===== config.mk =====
export PLATFORM = sky130hd
export DESIGN_NAME = fsd_ctrl
export DESIGN_NICKNAME = d
export VERILOG_FILES = /design/src/rtl/fsd_pkg.sv /design/src/rtl/fsd_ctrl.sv
export SDC_FILE = /design/constraint.sdc
export NUM_CORES = 1
export LEC_CHECK = 0
export BUFFER_PORTS_ARGS = -buffer_cell sky130_fd_sc_hd__buf_2
export CAP_MARGIN = 20
export CELL_PAD_IN_SITES_DETAIL_PLACEMENT = 0
export CELL_PAD_IN_SITES_GLOBAL_PLACEMENT = 1
export CORE_UTILIZATION = 40
export CTS_CLUSTER_DIAMETER = 150
export DETAILED_ROUTE_END_ITERATION = 12
export GPL_ROUTABILITY_DRIVEN = 1
export MAX_ROUTING_LAYER = met4
export PLACE_DENSITY = 0.89
export SLEW_MARGIN = 10
export SYNTH_ARGS = -nofsm -noshare
export SYNTH_HDL_FRONTEND = slang
export SYNTH_SLANG_ARGS = --single-unit

===== constraint.sdc =====
create_clock -name clk -period 4.2 [get_ports clk]
set_clock_uncertainty 0.2 [all_clocks]
set_input_delay 0.42 -clock clk [delete_from_list [all_inputs] [get_ports clk]]
set_output_delay 0.42 -clock clk [all_outputs]
set_load 0.005 [all_outputs]

===== src/rtl/fsd_pkg.sv =====
// Shared constants, codes and controller/datapath interface types of the shape drawer.
`timescale 1ns / 1ps
package fsd_pkg;

  // Frame store geometry
  localparam int MAX_WIDTH  = 128;
  localparam int MAX_HEIGHT = 128;
  localparam int DEPTH      = MAX_WIDTH * MAX_HEIGHT;
  localparam int ADDR_W     = $clog2(DEPTH);
  localparam int DIM_W      = $clog2(((MAX_WIDTH > MAX_HEIGHT) ? MAX_WIDTH : MAX_HEIGHT) + 1);

  // Field widths
  localparam int PIX_W  = 32;
  localparam int POS_W  = 12;
  localparam int DIV_W  = 8;
  localparam int CFG_W  = 8;
  localparam int CRD_W  = 14;   // signed working coordinate
  localparam int ROOT_W = 11;   // radius and square root
  localparam int SQ_W   = 2 * ROOT_W;

  localparam logic [CFG_W-1:0] CFG_RESET = 8'd128;

  // Configuration register indexes
  localparam logic CFG_FRAME_WIDTH  = 1'b0;
  localparam logic CFG_FRAME_HEIGHT = 1'b1;

  typedef logic signed [CRD_W-1:0] crd_t;

  typedef enum logic [3:0] {
    OP_CLEAR      = 4'd0,
    OP_HSPAN      = 4'd1,
    OP_VSPAN      = 4'd2,
    OP_FILLRECT   = 4'd3,
    OP_RECT       = 4'd4,
    OP_GRID       = 4'd5,
    OP_CIRCLE     = 4'd6,
    OP_FILLCIRCLE = 4'd7,
    OP_READ       = 4'd8
  } opcode_t;

  // Span being drawn
  typedef enum logic [3:0] {
    SEG_CLR, SEG_HS, SEG_VS, SEG_FRECT, SEG_TOP, SEG_BOT, SEG_LEFT, SEG_RIGHT,
    SEG_GV, SEG_GH, SEG_CLO, SEG_CHI, SEG_FCIR
  } seg_t;

  typedef enum logic [3:0] {
    ST_IDLE, ST_DISPATCH, ST_DIV, ST_SQ_MUL, ST_SQ_SUB, ST_SQRT, ST_SET, ST_ADDR,
    ST_RUN, ST_NEXT, ST_RD_ADDR, ST_RD_DATA, ST_DONE
  } state_t;

  typedef struct packed {
    logic load;
    seg_t seg;
    logic span_set;
    logic span_addr;
    logic span_step;
    logic idx_clr;
    logic idx_inc;
    logic div_start;
    logic sq_mul;
    logic sq_start;
    logic rd_issue;
    logic rd_capture;
    logic out_load;
  } dp_cmd_t;

  typedef struct packed {
    logic [3:0] op;
    logic       more;
    logic       last;
    logic       div_busy;
    logic       sqrt_busy;
    logic       rows_zero;
    logic       r_zero;
    logic       div_zero;
    logic       out_busy;
  } dp_sts_t;

endpackage


===== src/rtl/fsd_ctrl.sv =====
// Command sequencer: walks each command through its spans, divisions and roots.
`timescale 1ns / 1ps
module fsd_ctrl (
  input  logic             clk,
  input  logic             rst_n,
  input  logic             in_valid,
  output logic             in_ready,
  input  fsd_pkg::dp_sts_t sts,
  output fsd_pkg::dp_cmd_t cmd
);

  fsd_pkg::state_t state_r, state_nxt;
  fsd_pkg::seg_t   seg_r, seg_nxt;

  // State registers
  always_ff @(posedge clk) begin
    if (!rst_n) begin
      state_r <= fsd_pkg::ST_IDLE;
      seg_r   <= fsd_pkg::SEG_CLR;
    end else begin
      state_r <= state_nxt;
      seg_r   <= seg_nxt;
    end
  end

  // Next state
  always_comb begin
    state_nxt = state_r;
    seg_nxt   = seg_r;
    case (state_r)
      fsd_pkg::ST_IDLE: begin
        if (in_valid) state_nxt = fsd_pkg::ST_DISPATCH;
      end
      fsd_pkg::ST_DISPATCH: begin
        state_nxt = fsd_pkg::ST_SET;
        case (sts.op)
          fsd_pkg::OP_CLEAR: seg_nxt = fsd_pkg::SEG_CLR;
          fsd_pkg::OP_HSPAN: seg_nxt = fsd_pkg::SEG_HS;
          fsd_pkg::OP_VSPAN: seg_nxt = fsd_pkg::SEG_VS;
          fsd_pkg::OP_FILLRECT: begin
            seg_nxt = fsd_pkg::SEG_FRECT;
            if (sts.rows_zero) state_nxt = fsd_pkg::ST_DONE;
          end
          fsd_pkg::OP_RECT, fsd_pkg::OP_GRID: seg_nxt = fsd_pkg::SEG_TOP;
          fsd_pkg::OP_CIRCLE: begin
            seg_nxt   = fsd_pkg::SEG_CLO;
            state_nxt = sts.r_zero ? fsd_pkg::ST_DONE : fsd_pkg::ST_SQ_MUL;
          end
          fsd_pkg::OP_FILLCIRCLE: begin
            seg_nxt   = fsd_pkg::SEG_FCIR;
            state_nxt = sts.r_zero ? fsd_pkg::ST_DONE : fsd_pkg::ST_SQ_MUL;
          end
          fsd_pkg::OP_READ: state_nxt = fsd_pkg::ST_RD_ADDR;
          default: state_nxt = fsd_pkg::ST_DONE;
        endcase
      end
      fsd_pkg::ST_SQ_MUL: state_nxt = fsd_pkg::ST_SQ_SUB;
      fsd_pkg::ST_SQ_SUB: state_nxt = fsd_pkg::ST_SQRT;
      fsd_pkg::ST_SQRT: begin
        if (!sts.sqrt_busy) state_nxt = fsd_pkg::ST_SET;
      end
      fsd_pkg::ST_DIV: begin
        if (!sts.div_busy) begin
          seg_nxt   = fsd_pkg::SEG_GV;
          state_nxt = fsd_pkg::ST_SET;
        end
      end
      fsd_pkg::ST_SET:  state_nxt = fsd_pkg::ST_ADDR;
      fsd_pkg::ST_ADDR: state_nxt = fsd_pkg::ST_RUN;
      fsd_pkg::ST_RUN: begin
        if (!sts.more) state_nxt = fsd_pkg::ST_NEXT;
      end
      fsd_pkg::ST_NEXT: begin
        state_nxt = fsd_pkg::ST_SET;
        case (seg_r)
          fsd_pkg::SEG_CLR, fsd_pkg::SEG_FRECT, fsd_pkg::SEG_GH: begin
            if (sts.last) state_nxt = fsd_pkg::ST_DONE;
          end
          fsd_pkg::SEG_TOP:  seg_nxt = fsd_pkg::SEG_BOT;
          fsd_pkg::SEG_BOT:  seg_nxt = fsd_pkg::SEG_LEFT;
          fsd_pkg::SEG_LEFT: seg_nxt = fsd_pkg::SEG_RIGHT;
          fsd_pkg::SEG_RIGHT: begin
            if (sts.op == fsd_pkg::OP_GRID && !sts.div_zero) state_nxt = fsd_pkg::ST_DIV;
            else state_nxt = fsd_pkg::ST_DONE;
          end
          fsd_pkg::SEG_GV: begin
            if (sts.last) seg_nxt = fsd_pkg::SEG_GH;
          end
          fsd_pkg::SEG_CLO: seg_nxt = fsd_pkg::SEG_CHI;
          fsd_pkg::SEG_CHI: begin
            seg_nxt   = fsd_pkg::SEG_CLO;
            state_nxt = sts.last ? fsd_pkg::ST_DONE : fsd_pkg::ST_SQ_MUL;
          end
          fsd_pkg::SEG_FCIR: begin
            state_nxt = sts.last ? fsd_pkg::ST_DONE : fsd_pkg::ST_SQ_MUL;
          end
          default: state_nxt = fsd_pkg::ST_DONE;
        endcase
      end
      fsd_pkg::ST_RD_ADDR: state_nxt = fsd_pkg::ST_RD_DATA;
      fsd_pkg::ST_RD_DATA: state_nxt = fsd_pkg::ST_DONE;
      fsd_pkg::ST_DONE: begin
        if (!sts.out_busy) state_nxt = fsd_pkg::ST_IDLE;
      end
      default: state_nxt = fsd_pkg::ST_IDLE;
    endcase
  end

  // Datapath commands
  always_comb begin
    cmd      = '0;
    cmd.seg  = seg_r;
    in_ready = 1'b0;
    case (state_r)
      fsd_pkg::ST_IDLE: begin
        in_ready = 1'b1;
        cmd.load = in_valid;
      end
      fsd_pkg::ST_SQ_MUL: cmd.sq_mul = 1'b1;
      fsd_pkg::ST_SQ_SUB: cmd.sq_start = 1'b1;
      fsd_pkg::ST_DIV:    cmd.idx_clr = !sts.div_busy;
      fsd_pkg::ST_SET:    cmd.span_set = 1'b1;
      fsd_pkg::ST_ADDR:   cmd.span_addr = 1'b1;
      fsd_pkg::ST_RUN:    cmd.span_step = 1'b1;
      fsd_pkg::ST_NEXT: begin
        case (seg_r)
          fsd_pkg::SEG_CLR, fsd_pkg::SEG_FRECT, fsd_pkg::SEG_GH, fsd_pkg::SEG_CHI,
          fsd_pkg::SEG_FCIR: begin
            cmd.idx_inc = !sts.last;
          end
          fsd_pkg::SEG_GV: begin
            cmd.idx_clr = sts.last;
            cmd.idx_inc = !sts.last;
          end
          fsd_pkg::SEG_RIGHT: begin
            cmd.div_start = (sts.op == fsd_pkg::OP_GRID) && !sts.div_zero;
          end
          default: cmd.idx_inc = 1'b0;
        endcase
      end
      fsd_pkg::ST_RD_ADDR: cmd.rd_issue = 1'b1;
      fsd_pkg::ST_RD_DATA: cmd.rd_capture = 1'b1;
      fsd_pkg::ST_DONE:    cmd.out_load = !sts.out_busy;
      default: cmd.load = 1'b0;
    endcase
  end

endmodule


; Word-level counts from Yosys, hierarchy flattened
; Cells that the tools add are included.
[op_classes]
eq_ne = 38
n_mux = 33
reduce_logical = 18
[ops]
columns = op, n
row1 = $pmux W4 S13, 1
row2 = $eq A4 B3 Y1 const B, 12
row3 = $mux W4, 12
row4 = $eq A4 B4 Y1 const B, 11
row5 = $pmux W4 S4, 2
row6 = $pmux W4 S7, 1
row7 = $pmux W4 S6, 1
row8 = $eq A4 B2 Y1 const B, 5
row9 = $mux W1, 13
row10 = $logic_not A4 Y1, 3
row11 = $pmux W4 S3, 1
row12 = $ne A2 B2 Y1 const B, 5
row13 = $reduce_and A5 Y1, 2
row14 = $reduce_or A5 Y1, 2
row15 = $eq A4 B1 Y1 const B, 2
row16 = $ne A8 B2 Y1 const B, 1
row17 = $ne A7 B3 Y1 const B, 1
row18 = $reduce_or A2 Y1, 3
row19 = $reduce_or A6 Y1, 1
row20 = $logic_not A1 Y1, 4
row21 = $ne A3 B3 Y1 const B, 1
row22 = $reduce_bool A3 Y1, 1
row23 = $reduce_or A3 Y1, 1
row24 = $mux W2, 1
row25 = other kinds (2), 2
[totals]
ff_bits = 8
inputBits = 15
out_inout_bits = 17
wordCells = 91

; Longest topological paths before layout
[depth]
word_depth = 5
depth_mapped = 7
ltp_nobuf = 5

; Worst setup path before layout
; No wires, ideal clock.
[synth_path]
path_type = input-to-reg
start = in sts[10] (netlist bit)
end = reg state_r[2]
setup_time_ns = 0.120
arrival_time_ns = 1.417
t_required_ns = 3.880
slack_ns = 2.463
stages = 6
path_buffers = 1
path_cell_list = buf_2 -> or4b_1 -> o311ai_1 -> a2bb2oi_1 -> a32oi_1 -> o21ai_1
[synth_between]
elab_chain_cells = 5
word_cells_on_any_way = 16
classes_between = 8 x eq/ne / 4 x mux / 4 x reduce/logical
[synth_lines]
columns = item, line
row1 = start: declaration, fsd_ctrl.sv:8  ; input fsd_pkg::dp_sts_t sts,
row2 = $eq A4 B3 Y1, "fsd_ctrl.sv:36, fsd_ctrl.sv:83"
row3 = $logic_and A1 B1 Y1, fsd_ctrl.sv:83  ; if (sts.op == fsd_pkg::OP_GRID && !sts.div_zero) state_nxt = fsd_pkg::ST_DIV;
row4 = $mux W4, fsd_ctrl.sv:83
row5 = $pmux W4 S4, fsd_ctrl.sv:75  ; case (seg_r)
row6 = $pmux W4 S13 (*), fsd_ctrl.sv:30  ; case (state_r)
row7 = end signal: assignment, fsd_ctrl.sv:18  ; state_r <= fsd_pkg::ST_IDLE;
row8 = end signal: assignment, fsd_ctrl.sv:21  ; state_r <= state_nxt;
row9 = end: declaration, fsd_ctrl.sv:12  ; fsd_pkg::state_t state_r, state_nxt;
; Every way passes the cells marked *; elsewhere a longest branch is shown, timed or not.
; A chain may end at the register's enable or synchronous reset.

==> results_dict.tcl <==
set metrics [dict create \
    first_pass_iters 6 \
    crit_type "flop to output pin" \
    fin_cells 211 \
    synth_cells 162 \
    rr_startpoint "state_r[3]$_SDFFE_PN0P_" \
    clkLatencyLatePin_ns 0.26 \
    area_growth_pct 10.3 \
    pre_cts_slack_ns 1.85 \
    cts_resized 0 \
    postLayoutCellArea_mm2 0.00130 \
    cp-start-kind "flop" \
    synth_top_area_cell "dfxtp_1" \
    grt_max_degree 23 \
    grt.total_usage_pct 21.6 \
    rows 19 \
    chipWidth_um 56.2 \
    postCtsSetupBuffers 0 \
    die_area_mm2 0.00316 \
    cellPowerDensity_mw_per_mm2 426 \
    min_from "sts[4]" \
    final.setup.worst_slack_ns 1.54 \
    multi_input_area_um2 902 \
    cts_buffers 3 \
    min_path_type "primary input to flop" \
    synth_area_leaders "dfxtp_1 14%, nor2_1 5.7%, nand2b_1 5.3%, buf_2 4.3%, nand2_1 3.5%" \
    utilization_pct 46.6 \
    cp.required_ns 3.58 \
    fmax_ghz 0.376 \
    tns_ns 0 \
    grt_pass1_vias 1147 \
    yosysMostFrequentCell "nor2_1" \
    place_congestion 0.910 \
    slew_headroom_pct 49.2 \
    start_util_pct 42.3 \
    p_total_mw 0.553 \
    routed_wl_mm 3.24 \
    cts-htree-levels 1 \
    die_h_um 56.2 \
    filler_cell_count 286 \
    drt-initial-drc-count 77 \
    cts_sinks 8 \
    vias 1302 \
    core-area_mm2 0.00278 \
    hold_buffers 0 \
    status "complete, no violations" \
    max_cap_violations 0 \
    async_flop_share_pct 0 \
    slew_viol_final 0 \
    critPathMaxFanout 22 \
    crit_slowest_cell "dfxtp_1" \
    power.leakage_nw 0.523 \
    synth_edf_count 0 \
    cp_cell_sequence "nand2b_1, nor2_1, o2111a_1, buf_2" \
    hold_ws_ns 0.273 \
    overflow 0 \
    cts_tree "built" \
    synth_ff_type "dfxtp_1" \
    critPathLaunch "state_r[3]$_SDFFE_PN0P_" \
    diodes 0 \
    rsz0062_at_grt "false" \
    finalSetupViolCount 0 \
    synth_nets 177 \
    io_buffers 31 \
    critical-path-max-stage-delay_ns 0.81 \
    dp.cells 208 \
    worst_ep_arrival_time_ns 2.04 \
    root_buffer "clkbuf_4" \
    min_period_ns 2.66 \
    seq_area_frac_synth_pct 13.6 \
    place_hpwl_mm 2.42 \
    worstMarginPinSlew_ns 0.761 \
    avgSynthCellArea_um2 7.26 \
    fin_crit_sh_pct 63.3 \
    clk_pin_slew_ns 0.06 \
    nets 197 \
    grt_pass1_wl_mm 5.35 \
    synth_cell_types 57 \
    drcViolationCount 0 \
    yosysWarnings 0 \
    ios 32 \
    end_kind "output pin" \
    cts_max_path_buffers 2 \
    post_drt_wl_per_cell_um 15.4 \
    ir_drop_uv 330 \
    finalHoldViolCount 0 \
    netlist_area_mm2 0.00118 \
    seqCellArea_um2 160 \
    yosysTopAreaCellShare_pct 13.6 \
    place_area_mm2 0.00127 \
    ys_seq_elements 8 \
    drive_above_1_share_pct 26.1 \
    drtAntennaViolNets 0 \
    antenna_found_initial 0 \
    avgViaCountPerCell 6.17 \
    synth_common_cells "18 x nor2_1, 11 x nand2_1, 10 x buf_2, 10 x nand2b_1" \
]
## worst paths after layout
kind                            depth (start not counted)                       to  slack (ns)
worst max-delay path                                    4                   cmd[6]        1.54
worst min-delay path                                    3  state_r[0]$_SDFFE_PN0P_        0.27
worst min register to register                          2    seg_r[3]$_SDFFE_PN0P_        0.43
worst max register to register                          5    seg_r[1]$_SDFFE_PN0P_        1.84
## power by group
| group | internal (mW) | switching, mW | leakage, nW |
|---|---|---|---|
| registers | 0.0930 | 0.0813 | 0.0651 |
| logic | 0.149 | 0.169 | 0.445 |
| clock network | 0.0328 | 0.0281 | 0.0138 |
| total | 0.275 | 0.278 | 0.523 |
## cell usage in the layout, fill, tap and decap left out, types with 2 or more instances in the layout
cell type | synthesis | routed
dfxtp_1 | 8 | 8
nand3_1 | 3 | 3
and3_1 | 6 | 6
nand3b_1 | 4 | 4
buf_2 | 10 | 31
a31oi_1 | 3 | 3
nand2b_1 | 10 | 10
o41ai_2 | 2 | 2
clkbuf_4 | 0 | 3
nand2_1 | 11 | 11
o21ai_0 | 6 | 6
a31o_2 | 2 | 2
a41oi_1 | 2 | 2
nor2_1 | 18 | 18
o311a_1 | 2 | 2
a211o_1 | 2 | 2
a21oi_1 | 8 | 8
inv_1 | 4 | 4
nor2b_1 | 5 | 5
nor3_1 | 6 | 6
a31o_1 | 2 | 2
o21ai_1 | 4 | 4
and2_1 | 2 | 2
nor3b_1 | 3 | 3
a221oi_1 | 2 | 2
a211oi_2 | 2 | 2
## flip-flops by register name (all words and copies together), names as in the netlist
| name | flops |
|---|---|
| seg_r | 4 |
| state_r | 4 |
## critical path, delay by kind of cell, from the launching register on
kind / cells / cell delay [ns]
DFF: 1 / 0.81
and+or+nand+nor: 2 / 0.60
buffers and inverters: 1 / 0.10
AOI/OAI and AO/OA: 1 / 0.25
## cells by family after synthesis
logic type	count (synthesis)	synth area share [%]
compound gates	55	38.0
buf+inv	21	9.68
flops	8	13.6
mux	1	1.17
simple gates	77	37.6
## final cells by class
type	count	area share, %
Multi-Input combinational cell	133	69.5
Sequential cell	8	12.3
Timing Repair Buffer	31	12.0
Tap cell	31	2.99
Clock buffer	3	1.74
Inverter	5	1.45
## layer usage
metal  GRT usage [%]  part of all wire, %  wire [µm]
met5               -                    0          0
met4            6.62                  1.5         48
met3            3.26                  5.4        176
met2            33.3                   45       1470
met1            29.1                   48       1540
(Power assumes the default switching activity.)
